**src/sv/prrs_pkg.sv**
```systemverilog
// Shared types and constants for the priority round robin scheduler.
// No dependencies; imported by the scheduler core.
`default_nettype none

package prrs_pkg;

    // Field widths of the item and result channels
    localparam int ID_W     = 8;
    localparam int PRIO_W   = 4;
    localparam int BURST_W  = 12;
    localparam int STATUS_W = 2;
    localparam int QUANT_W  = 8;

    // APB configuration port
    localparam int APB_DATA_W = 32;
    localparam int APB_ADDR_W = 3;

    // Register index (paddr[2]) of the quantum register
    localparam logic REG_QUANTUM = 1'b0;

    localparam logic [QUANT_W-1:0] QUANTUM_RESET = 8'd10;

    // Item operation codes
    localparam logic FUNC_ADD      = 1'b0;
    localparam logic FUNC_DISPATCH = 1'b1;

    // Result status codes
    localparam logic [STATUS_W-1:0] STATUS_ADDED = 2'd0;
    localparam logic [STATUS_W-1:0] STATUS_SLICE = 2'd1;
    localparam logic [STATUS_W-1:0] STATUS_NONE  = 2'd2;
    localparam logic [STATUS_W-1:0] STATUS_FULL  = 2'd3;

    // One task entry: identifier and remaining run time
    typedef struct packed {
        logic [ID_W-1:0]    id;
        logic [BURST_W-1:0] rem;
    } ent_word_t;

endpackage

`default_nettype wire

```
**src/sv/priority_round_robin_scheduler_core.sv**
```systemverilog
// Priority scheduler core with round robin among tasks of equal priority.
// Depends on prrs_pkg (widths, status and operation codes, entry type).
// Flow: the level table is read at the input transfer; an add, full or no-ready result is
//   registered from it in S_LVL, while a dispatch first reads the head task's entry
//   and registers its result in S_ENT. Both wait while the result channel is full.
//   One item is worked on at a time: s_ready is low until the sequencer is idle again.
// Reset: synchronous, active low; clears control, counters and level valid bits and
//   sets quantum to 10. Task memories are not cleared and need no clearing pass.
`default_nettype none

module priority_round_robin_scheduler_core
    import prrs_pkg::*;
#(
    parameter int MAX_TASKS  = 64,
    parameter int NUM_LEVELS = 10
) (
    input  wire                   aclk,
    input  wire                   aresetn,

    // Item channel
    input  wire                   s_valid,
    output logic                  s_ready,
    input  wire                   s_func,
    input  wire  [ID_W-1:0]       s_task_id,
    input  wire  [PRIO_W-1:0]     s_priority_req,
    input  wire  [BURST_W-1:0]    s_burst,

    // Result channel
    output logic                  m_valid,
    input  wire                   m_ready,
    output logic [STATUS_W-1:0]   m_status,
    output logic [ID_W-1:0]       m_run_id,
    output logic [BURST_W-1:0]    m_slice,
    output logic                  m_finished,

    // APB configuration port
    input  wire                   psel,
    input  wire                   penable,
    input  wire                   pwrite,
    input  wire  [APB_ADDR_W-1:0] paddr,
    input  wire  [APB_DATA_W-1:0] pwdata,
    output logic [APB_DATA_W-1:0] prdata,
    output logic                  pready
);

    localparam int SW = (MAX_TASKS > 1) ? $clog2(MAX_TASKS) : 1;  // slot index
    localparam int CW = $clog2(MAX_TASKS + 1);                    // task count
    localparam int LW = $clog2(NUM_LEVELS);                       // level index

    localparam logic [CW-1:0] MAX_CNT     = CW'(MAX_TASKS);
    localparam logic [7:0]    NUM_LEVELS8 = 8'(NUM_LEVELS);

    // Sequencer states
    localparam logic [1:0] S_IDLE = 2'd0;  // wait for an item transfer
    localparam logic [1:0] S_LVL  = 2'd1;  // level word is back; finish add or empty dispatch, or read entry
    localparam logic [1:0] S_ENT  = 2'd2;  // entry is back; finish dispatch

    // Per-level list descriptor
    typedef struct packed {
        logic [SW-1:0] head;
        logic [SW-1:0] tail;
        logic [CW-1:0] count;
    } lvl_word_t;

    // ------------------------------------------------------------------
    // Storage
    // ------------------------------------------------------------------
    // Task payload (id, remaining), list links, and the level table. Links of
    // freed slots double as the free list, so no separate free stack exists.
    ent_word_t     ent_mem [MAX_TASKS];
    logic [SW-1:0] nxt_mem [MAX_TASKS];
    lvl_word_t     lvl_mem [NUM_LEVELS];

    ent_word_t     ent_rdata_reg;
    logic [SW-1:0] nxt_rdata_reg;
    lvl_word_t     lvl_rdata_reg;

    // Control and bookkeeping registers
    logic [1:0]            state_reg,     state_next;
    logic                  func_reg,      func_next;
    logic [ID_W-1:0]       id_reg,        id_next;
    logic [BURST_W-1:0]    burst_reg,     burst_next;
    logic [LW-1:0]         lvl_reg,       lvl_next;
    logic                  lvl_vld_reg,   lvl_vld_next;
    logic                  none_reg,      none_next;
    logic                  full_reg,      full_next;
    logic [NUM_LEVELS-1:0] nonempty_reg,  nonempty_next;
    logic [SW-1:0]         free_head_reg, free_head_next;
    logic [CW-1:0]         rel_cnt_reg,   rel_cnt_next;   // slots on the free list
    logic [CW-1:0]         new_cnt_reg,   new_cnt_next;   // slots handed out fresh
    logic [QUANT_W-1:0]    quantum_reg,   quantum_next;

    logic                  m_valid_reg,    m_valid_next;
    logic [STATUS_W-1:0]   m_status_reg,   m_status_next;
    logic [ID_W-1:0]       m_run_id_reg,   m_run_id_next;
    logic [BURST_W-1:0]    m_slice_reg,    m_slice_next;
    logic                  m_finished_reg, m_finished_next;

    // Memory port controls
    logic                  accept;
    logic                  out_free;
    logic [LW-1:0]         in_lvl;
    logic [LW-1:0]         top_lvl;
    logic [7:0]            prio8;
    logic [7:0]            clamp8;

    logic                  ent_we,   ent_re;
    logic [SW-1:0]         ent_waddr;
    ent_word_t             ent_wdata;
    logic                  nxt_we,   nxt_re;
    logic [SW-1:0]         nxt_waddr, nxt_raddr, nxt_wdata;
    logic                  lvl_we;
    lvl_word_t             lvl_wdata;

    // Working values
    lvl_word_t             lvl_word;
    logic [SW-1:0]         alloc_slot;
    logic [QUANT_W-1:0]    q_eff;
    logic [BURST_W-1:0]    q_ext;
    logic                  rotate;
    logic                  cfg_wr;

    // ------------------------------------------------------------------
    // Configuration port
    // ------------------------------------------------------------------
    assign pready = 1'b1;
    assign cfg_wr = psel && penable && pwrite && (paddr[2] == REG_QUANTUM);

    always_comb begin
        prdata = '0;
        if (paddr[2] == REG_QUANTUM) begin
            prdata[QUANT_W-1:0] = quantum_reg;
        end
    end

    // ------------------------------------------------------------------
    // Handshakes and level selection
    // ------------------------------------------------------------------
    assign s_ready  = (state_reg == S_IDLE);
    assign accept   = s_valid && s_ready;
    assign out_free = !m_valid_reg || m_ready;

    assign m_valid    = m_valid_reg;
    assign m_status   = m_status_reg;
    assign m_run_id   = m_run_id_reg;
    assign m_slice    = m_slice_reg;
    assign m_finished = m_finished_reg;

    // Highest non-empty level wins
    always_comb begin
        top_lvl = '0;
        for (int i = 0; i < NUM_LEVELS; i++) begin
            if (nonempty_reg[i]) begin
                top_lvl = LW'(i);
            end
        end
    end

    // Clamp requested priority into 1..NUM_LEVELS, then map to a level index
    always_comb begin
        prio8 = {{(8 - PRIO_W){1'b0}}, s_priority_req};
        if (prio8 == 8'd0) begin
            clamp8 = 8'd0;
        end else if (prio8 > NUM_LEVELS8) begin
            clamp8 = NUM_LEVELS8 - 8'd1;
        end else begin
            clamp8 = prio8 - 8'd1;
        end
    end

    assign in_lvl = (s_func == FUNC_DISPATCH) ? top_lvl : clamp8[LW-1:0];

    // A level without its valid bit reads as an empty descriptor
    assign lvl_word   = lvl_vld_reg ? lvl_rdata_reg : '0;
    // Reuse a released slot first, else hand out the next untouched one
    assign alloc_slot = (rel_cnt_reg != '0) ? free_head_reg : new_cnt_reg[SW-1:0];
    assign q_eff      = (quantum_reg == '0) ? QUANT_W'(1) : quantum_reg;
    assign q_ext      = {{(BURST_W - QUANT_W){1'b0}}, q_eff};
    assign rotate     = (lvl_word.count > CW'(1)) && (ent_rdata_reg.rem > q_ext);

    // ------------------------------------------------------------------
    // Sequencer
    // ------------------------------------------------------------------
    always_comb begin
        state_next      = state_reg;
        func_next       = func_reg;
        id_next         = id_reg;
        burst_next      = burst_reg;
        lvl_next        = lvl_reg;
        lvl_vld_next    = lvl_vld_reg;
        none_next       = none_reg;
        full_next       = full_reg;
        nonempty_next   = nonempty_reg;
        free_head_next  = free_head_reg;
        rel_cnt_next    = rel_cnt_reg;
        new_cnt_next    = new_cnt_reg;
        quantum_next    = cfg_wr ? pwdata[QUANT_W-1:0] : quantum_reg;

        m_valid_next    = m_valid_reg && !m_ready;
        m_status_next   = m_status_reg;
        m_run_id_next   = m_run_id_reg;
        m_slice_next    = m_slice_reg;
        m_finished_next = m_finished_reg;

        ent_we    = 1'b0;
        ent_re    = 1'b0;
        ent_waddr = lvl_word.head;
        ent_wdata = '0;
        nxt_we    = 1'b0;
        nxt_re    = 1'b0;
        nxt_raddr = free_head_reg;
        nxt_waddr = lvl_word.tail;
        nxt_wdata = alloc_slot;
        lvl_we    = 1'b0;
        lvl_wdata = lvl_word;

        case (state_reg)
            S_IDLE: begin
                if (accept) begin
                    // Capture the item and launch the level read and, for an add, the free-link read
                    func_next    = s_func;
                    id_next      = s_task_id;
                    burst_next   = s_burst;
                    lvl_next     = in_lvl;
                    lvl_vld_next = nonempty_reg[in_lvl];
                    none_next    = (nonempty_reg == '0);
                    full_next    = (rel_cnt_reg == '0) && (new_cnt_reg == MAX_CNT);
                    nxt_re       = (s_func == FUNC_ADD);
                    nxt_raddr    = free_head_reg;
                    state_next   = S_LVL;
                end
            end

            S_LVL: begin
                if (func_reg == FUNC_DISPATCH && !none_reg) begin
                    // Fetch the head task and its link
                    ent_re     = 1'b1;
                    nxt_re     = 1'b1;
                    nxt_raddr  = lvl_word.head;
                    state_next = S_ENT;
                end else if (out_free) begin
                    m_valid_next    = 1'b1;
                    m_run_id_next   = '0;
                    m_slice_next    = '0;
                    m_finished_next = 1'b0;
                    state_next      = S_IDLE;
                    if (func_reg == FUNC_DISPATCH) begin
                        m_status_next = STATUS_NONE;
                    end else if (full_reg) begin
                        m_status_next = STATUS_FULL;
                    end else begin
                        // Append the new task at the level tail
                        m_status_next = STATUS_ADDED;
                        ent_we        = 1'b1;
                        ent_waddr     = alloc_slot;
                        ent_wdata     = '{id: id_reg, rem: burst_reg};
                        nxt_we        = (lvl_word.count != '0);
                        nxt_waddr     = lvl_word.tail;
                        nxt_wdata     = alloc_slot;
                        lvl_we        = 1'b1;
                        lvl_wdata.head  = (lvl_word.count == '0) ? alloc_slot
                                                                  : lvl_word.head;
                        lvl_wdata.tail  = alloc_slot;
                        lvl_wdata.count = lvl_word.count + CW'(1);
                        nonempty_next[lvl_reg] = 1'b1;
                        if (rel_cnt_reg != '0) begin
                            // Pop the free list; its link was read at the transfer
                            rel_cnt_next   = rel_cnt_reg - CW'(1);
                            free_head_next = nxt_rdata_reg;
                        end else begin
                            new_cnt_next   = new_cnt_reg + CW'(1);
                        end
                    end
                end
            end

            S_ENT: begin
                if (out_free) begin
                    m_valid_next  = 1'b1;
                    m_status_next = STATUS_SLICE;
                    m_run_id_next = ent_rdata_reg.id;
                    state_next    = S_IDLE;
                    lvl_we        = 1'b1;
                    lvl_wdata.head = nxt_rdata_reg;
                    if (rotate) begin
                        // Run one quantum, move the task to the level tail
                        m_slice_next    = q_ext;
                        m_finished_next = 1'b0;
                        ent_we          = 1'b1;
                        ent_waddr       = lvl_word.head;
                        ent_wdata       = '{id: ent_rdata_reg.id,
                                            rem: ent_rdata_reg.rem - q_ext};
                        nxt_we          = 1'b1;
                        nxt_waddr       = lvl_word.tail;
                        nxt_wdata       = lvl_word.head;
                        lvl_wdata.tail  = lvl_word.head;
                    end else begin
                        // Run to completion, drop from the level, release the slot
                        m_slice_next    = ent_rdata_reg.rem;
                        m_finished_next = 1'b1;
                        lvl_wdata.count = lvl_word.count - CW'(1);
                        if (lvl_word.count == CW'(1)) begin
                            nonempty_next[lvl_reg] = 1'b0;
                        end
                        nxt_we          = 1'b1;
                        nxt_waddr       = lvl_word.head;
                        nxt_wdata       = free_head_reg;
                        free_head_next  = lvl_word.head;
                        rel_cnt_next    = rel_cnt_reg + CW'(1);
                    end
                end
            end

            default: begin
                state_next = S_IDLE;
            end
        endcase
    end

    // ------------------------------------------------------------------
    // Memories: registered read, write at the clock edge
    // ------------------------------------------------------------------
    always_ff @(posedge aclk) begin
        if (ent_we) begin
            ent_mem[ent_waddr] <= ent_wdata;
        end
        if (ent_re) begin
            ent_rdata_reg <= ent_mem[lvl_word.head];
        end
    end

    always_ff @(posedge aclk) begin
        if (nxt_we) begin
            nxt_mem[nxt_waddr] <= nxt_wdata;
        end
        if (nxt_re) begin
            nxt_rdata_reg <= nxt_mem[nxt_raddr];
        end
    end

    always_ff @(posedge aclk) begin
        if (lvl_we) begin
            lvl_mem[lvl_reg] <= lvl_wdata;
        end
        if (accept) begin
            lvl_rdata_reg <= lvl_mem[in_lvl];
        end
    end

    // ------------------------------------------------------------------
    // Registers
    // ------------------------------------------------------------------
    always_ff @(posedge aclk) begin
        if (!aresetn) begin
            state_reg     <= S_IDLE;
            nonempty_reg  <= '0;
            rel_cnt_reg   <= '0;
            new_cnt_reg   <= '0;
            quantum_reg   <= QUANTUM_RESET;
            m_valid_reg   <= 1'b0;
        end else begin
            state_reg     <= state_next;
            nonempty_reg  <= nonempty_next;
            rel_cnt_reg   <= rel_cnt_next;
            new_cnt_reg   <= new_cnt_next;
            quantum_reg   <= quantum_next;
            m_valid_reg   <= m_valid_next;
        end
    end

    always_ff @(posedge aclk) begin
        func_reg       <= func_next;
        id_reg         <= id_next;
        burst_reg      <= burst_next;
        lvl_reg        <= lvl_next;
        lvl_vld_reg    <= lvl_vld_next;
        none_reg       <= none_next;
        full_reg       <= full_next;
        free_head_reg  <= free_head_next;
        m_status_reg   <= m_status_next;
        m_run_id_reg   <= m_run_id_next;
        m_slice_reg    <= m_slice_next;
        m_finished_reg <= m_finished_next;
    end

    // ------------------------------------------------------------------
    // Assertions
    // ------------------------------------------------------------------
    // Released slots can never outnumber slots ever handed out
    a_free_bound: assert property (@(posedge aclk) disable iff (!aresetn)
        rel_cnt_reg <= new_cnt_reg)
        else $error("free list longer than allocated slots");

    // Every transfer leaves idle, so it is worked on before the next one
    a_accept_busy: assert property (@(posedge aclk) disable iff (!aresetn)
        accept |=> (state_reg == S_LVL))
        else $error("accepted item not started");

    // A dispatched level must hold at least one task
    a_level_count: assert property (@(posedge aclk) disable iff (!aresetn)
        (state_reg == S_ENT) |-> (lvl_vld_reg && (lvl_word.count != '0)))
        else $error("dispatch from an empty level");

    // A rotating slice is reported valid, not finished and never empty
    a_rotate_slice: assert property (@(posedge aclk) disable iff (!aresetn)
        (state_reg == S_ENT && out_free && rotate) |=>
            (m_valid_reg && !m_finished_reg && m_slice_reg != '0))
        else $error("rotating slice reported as finished or empty");

    // Nothing ready is only reported when every level was empty at transfer
    a_none_empty: assert property (@(posedge aclk) disable iff (!aresetn)
        (accept && s_func == FUNC_DISPATCH && nonempty_reg != '0) |=> !none_reg)
        else $error("idle status with a ready level");

endmodule

`default_nettype wire
```
**config.mk**
```make
export PLATFORM = sky130hd
export DESIGN_NAME = priority_round_robin_scheduler_core
export DESIGN_NICKNAME = d
export VERILOG_FILES = /design/src/sv/prrs_pkg.sv /design/src/sv/priority_round_robin_scheduler_core.sv
export SDC_FILE = /design/constraint.sdc
export NUM_CORES = 2
export LEC_CHECK = 0
export ABC_AREA = 1
export CAP_MARGIN = 20
export CORE_ASPECT_RATIO = 0.8
export CORE_MARGIN = 8
export CORE_UTILIZATION = 57
export CTS_CLUSTER_SIZE = 10
export DETAILED_ROUTE_END_ITERATION = 12
export DONT_BUFFER_PORTS = 1
export PLACE_DENSITY = 0.75
export SETUP_SLACK_MARGIN = 0.02
export SLEW_MARGIN = 0
export SYNTH_ARGS = -nofsm -noshare
export SYNTH_HDL_FRONTEND = slang
export SYNTH_SLANG_ARGS = --single-unit
```
**constraint.sdc**
```tcl
create_clock -name aclk -period 4.5 [get_ports aclk]
set_input_delay 0.675 -clock aclk [delete_from_list [all_inputs] [get_ports aclk]]
set_output_delay 0.675 -clock aclk [all_outputs]
set_load 0.1 [all_outputs]
```
==> summary.md <==
| Metric | Value |
|---|---|
| Status | `completed` |
| Clk buf depth | `3` |
| DR vias | `55700` |
| Hold Crit Class | `in2reg` |
| Leading area contributor after synthesis | `edfxtp_1` |
| EDFF count, synth | `1956` |
| Most frequent cell after synthesis | `edfxtp_1` |
| Seq cells post-synth | `1991` |
| TritonCTS buffer count | `218` |
| Syn avg cell area | `12.1 µm²` |
| Post-synth ARST share | `0%` |
| Max frequency | `0.232 GHz` |
| RSZ-0062 raised after global routing | `false` |
| Slew Limit Headroom | `23.9%` |
| First-pass GRT wire length | `321 mm` |
| Startpoint types | `flip-flop` |
| Largest net degree at the start of global routing | `207` |
| FF-to-FF Start | `quantum_reg[2]` |
| DRC Markers | `0` |
| H-tree levels | `4` |
| Setup Crit Path Kind | `reg2reg` |
| Peak supply drop | `0.000393 V` |
| Worst-Margin Slew | `1.14 ns` |
| Clk slew on worst S/H paths | `0.06 ns` |
| Simple-gate area share of the yosys netlist | `12.6%` |
| Worst Hold End | `state_reg[1]` |
| Via/cell ratio | `6.36` |
| Routed Antenna Nets | `0` |
| Post-Syn Area | `82300 µm²` |
| Die Wd | `441 µm` |
| R2r setup slk | `0.19 ns` |
| CORE AREA | `143000 µm²` |
| DR iter-0 viols | `8069` |
| Detailed placer's ending HPWL | `120 mm` |
| Primary FF master, synth | `edfxtp_1` |
| Cells after synthesis | `6786` |
| DR pass1 iterations | `8` |
| Yosys top cell area share | `71.3%` |
| Wire length per cell | `24.5 µm` |
| Port Buf Inserts | `0` |
| Initial antenna violation count | `6` |
| Netlist cell types | `47` |
| LEAKAGE | `32.9 nW` |
| FF+latch area | `59400 µm²` |
| CP Data Arrival Time | `4.88 ns` |
| Vias in the first global route | `53200` |
| Regs by FF count | `ent_mem x1280, nxt_mem x384, lvl_mem x190` |
| Final-report max-slew violation count | `0` |
| Hold path depth | `3` |
| Crit path required time | `5.07 ns` |
| Area delta synth->final | `11.4%` |
| Ratio of final minimum period to clock period | `95.8%` |
| Final critical-path required period | `4.31 ns` |
| Pwr/cell area | `446 nW/µm²` |
| Worst reg2reg path depth | `16` |
| I/O pin count | `125` |
| Clk_skew | `0.0352 ns` |
| Die height | `356 µm` |
| Synth Area in Compound Gates | `10.4%` |
| Multi-input gate area | `20300 µm²` |
| Fillers | `10200` |
| DP Worst Slack | `0.0271 ns` |
| Max_cap viols | `0` |
| CTS Sinks | `1991` |
| Mux contribution to synthesized area | `0%` |
| Total Die Area | `157000 µm²` |
| Pwr Total | `40.9 mW` |
| Main combinational cell family by area after synthesis | `simple AND/OR/NAND/NOR gates` |
| Largest register FFs | `1280` |
| Root buffer cell | `clkbuf_16` |
| Total track usage | `26.6%` |
| Final setup fails | `0` |
| Reg with most FFs | `ent_mem` |
| Fin Setup TNS | `0 ns` |
| Worst-Skew Late Latency | `0.86 ns` |
| Yosys warnings | `0` |
| Total routed wirelength | `215 mm` |
| Routability cong. | `0.893` |
| Commonest cells in the netlist | `edfxtp_1 (1956), nand2_1 (907), nor2_1 (893)` |
| Std-Cell Rows | `124` |
| CTS tree | `yes` |
| Starting Density | `57.5%` |
| Final Hold Fails | `0` |
| Sequential area share after synthesis | `72.2%` |
| Synth Area in Adders | `0.444%` |
| Worst r2r dst | `ent_mem[21][6]` |
| Fin Hold WS | `0.0570 ns` |
| Worst Min Path Start | `s_valid` |
| Setup slack after layout | `0.188 ns` |
| Fraction of layout cells with a size suffix above 1 | `9.71%` |
| Critical path fanouts, max | `36` |
| Nets | `6902` |
| Gr ovfl total | `0` |
| Synth top area cells | `edfxtp_1 (71%), o21ai_0 (4.6%), nand2_1 (4.1%)` |
| Post-Synth XOR/XNOR Area | `0.160%` |
| Critical path capture point type | `flip-flop` |
## layer usage
metal | track usage, % | vias up | share of wire, %
met2 | 40.8 | 3695 | 45
met4 | 10.7 | 2 | 3.9
met5 | 0 | - | 0.0088
met1 | 37.0 | 26900 | 38
li1 | - | 24500 | -
met3 | 6.28 | 574 | 13
## layout make-up
type                       instances  share of cell area [%]
sequential                      1991                    64.8
timing repair buffer             240                    2.42
clock inverter                    15                   0.250
clock buffer                     270                    6.23
tap                             1890                    2.58
antenna                            2                 0.00546
multi-input combinational       3975                    22.1
inverter                         381                    1.58
## kinds of logic (layout without fill, tap and decap cells)
family | after synthesis | in the layout
compound gates | 1426 | 1427
xor+xnor | 15 | 15
fa+ha+maj | 28 | 28
buf+inv | 845 | 906
flops | 1991 | 1991
other cells | 2 | 27
simple gates | 2479 | 2480
## worst max path at each step
stage	startpoint	to	slack (ns)	depth (start not counted)
after floorplan	m_valid	nxt_mem[0][2]	-0.49	5
after global placement	quantum_reg[1]	nxt_mem[47][4]	0.13	17
after detailed placement	quantum_reg[1]	nxt_mem[47][0]	0.03	17
after CTS	quantum_reg[1]	nxt_mem[47][5]	0.003	17
after global routing	quantum_reg[7]	ent_mem[21][6]	0.03	16
final	quantum_reg[2]	ent_mem[21][6]	0.19	16
## cell usage in the layout, fill, tap and decap left out, types with 12 or more instances in the layout
master	instances
edfxtp_1	1956
nand2_1	901
nor2_1	784
o21ai_0	751
nand3_1	564
inv_1	365
clkbuf_16	221
o211ai_1	218
buf_4	183
o221ai_1	163
o22ai_1	161
nor2_2	108
a21oi_1	72
clkbuf_1	49
dfxtp_1	35
dlygate4sd3_1	28
ha_1	26
buf_12	26
conb_1	25
nand4_1	19
nor3_1	19
nand3b_1	19
a21oi_4	16
nand3_2	15
nand2_2	12
inv_2	12
xor2_1	12
## per-stage QoR
step | utilization, % | std cells | cell area [µm²]
2_1_floorplan | - | 6809 | 82400
3_3_place_gp | 59.5 | 8438 | 85300
3_5_place_dp | 59.6 | 8443 | 85300
4_1_cts | 63.9 | 8756 | 91500
5_1_grt | 64.0 | 8763 | 91700
6_report | 64.0 | 8764 | 91700
## power by group
part | switching (mW) | internal, mW
clock | 6.74 | 8.82
combinational | 3.41 | 1.16
sequential | 0.127 | 20.7
total | 10.3 | 30.6
## worst max-delay path, cell delays in order (launching register included)
cell and delay [ns]:
dfxtp_1 0.31, inv_1 0.10, nand4_1 0.14, o41ai_2 0.10, ha_1 0.22, inv_1 0.12, fa_1 0.20, nand2_1 0.08
o21ai_2 0.23, nand3_1 0.11, nand2_1 0.14, nand3_4 0.24, nor2_2 0.21, buf_4 0.34, nand2_1 0.15, a21oi_4 0.71
buf_4 0.57
## timing repair
item                                   in CTS  in global routing
gates resized for setup                     1                 33
pin swaps                                   0                  2
endpoints found under the hold margin      50                  0
hold buffers                               28                  0
buffers inserted                            0                  0
cloned                                      0                  2
setup endpoints to repair                  22                561
No activity file was read; power rests on OpenSTA's default activity.
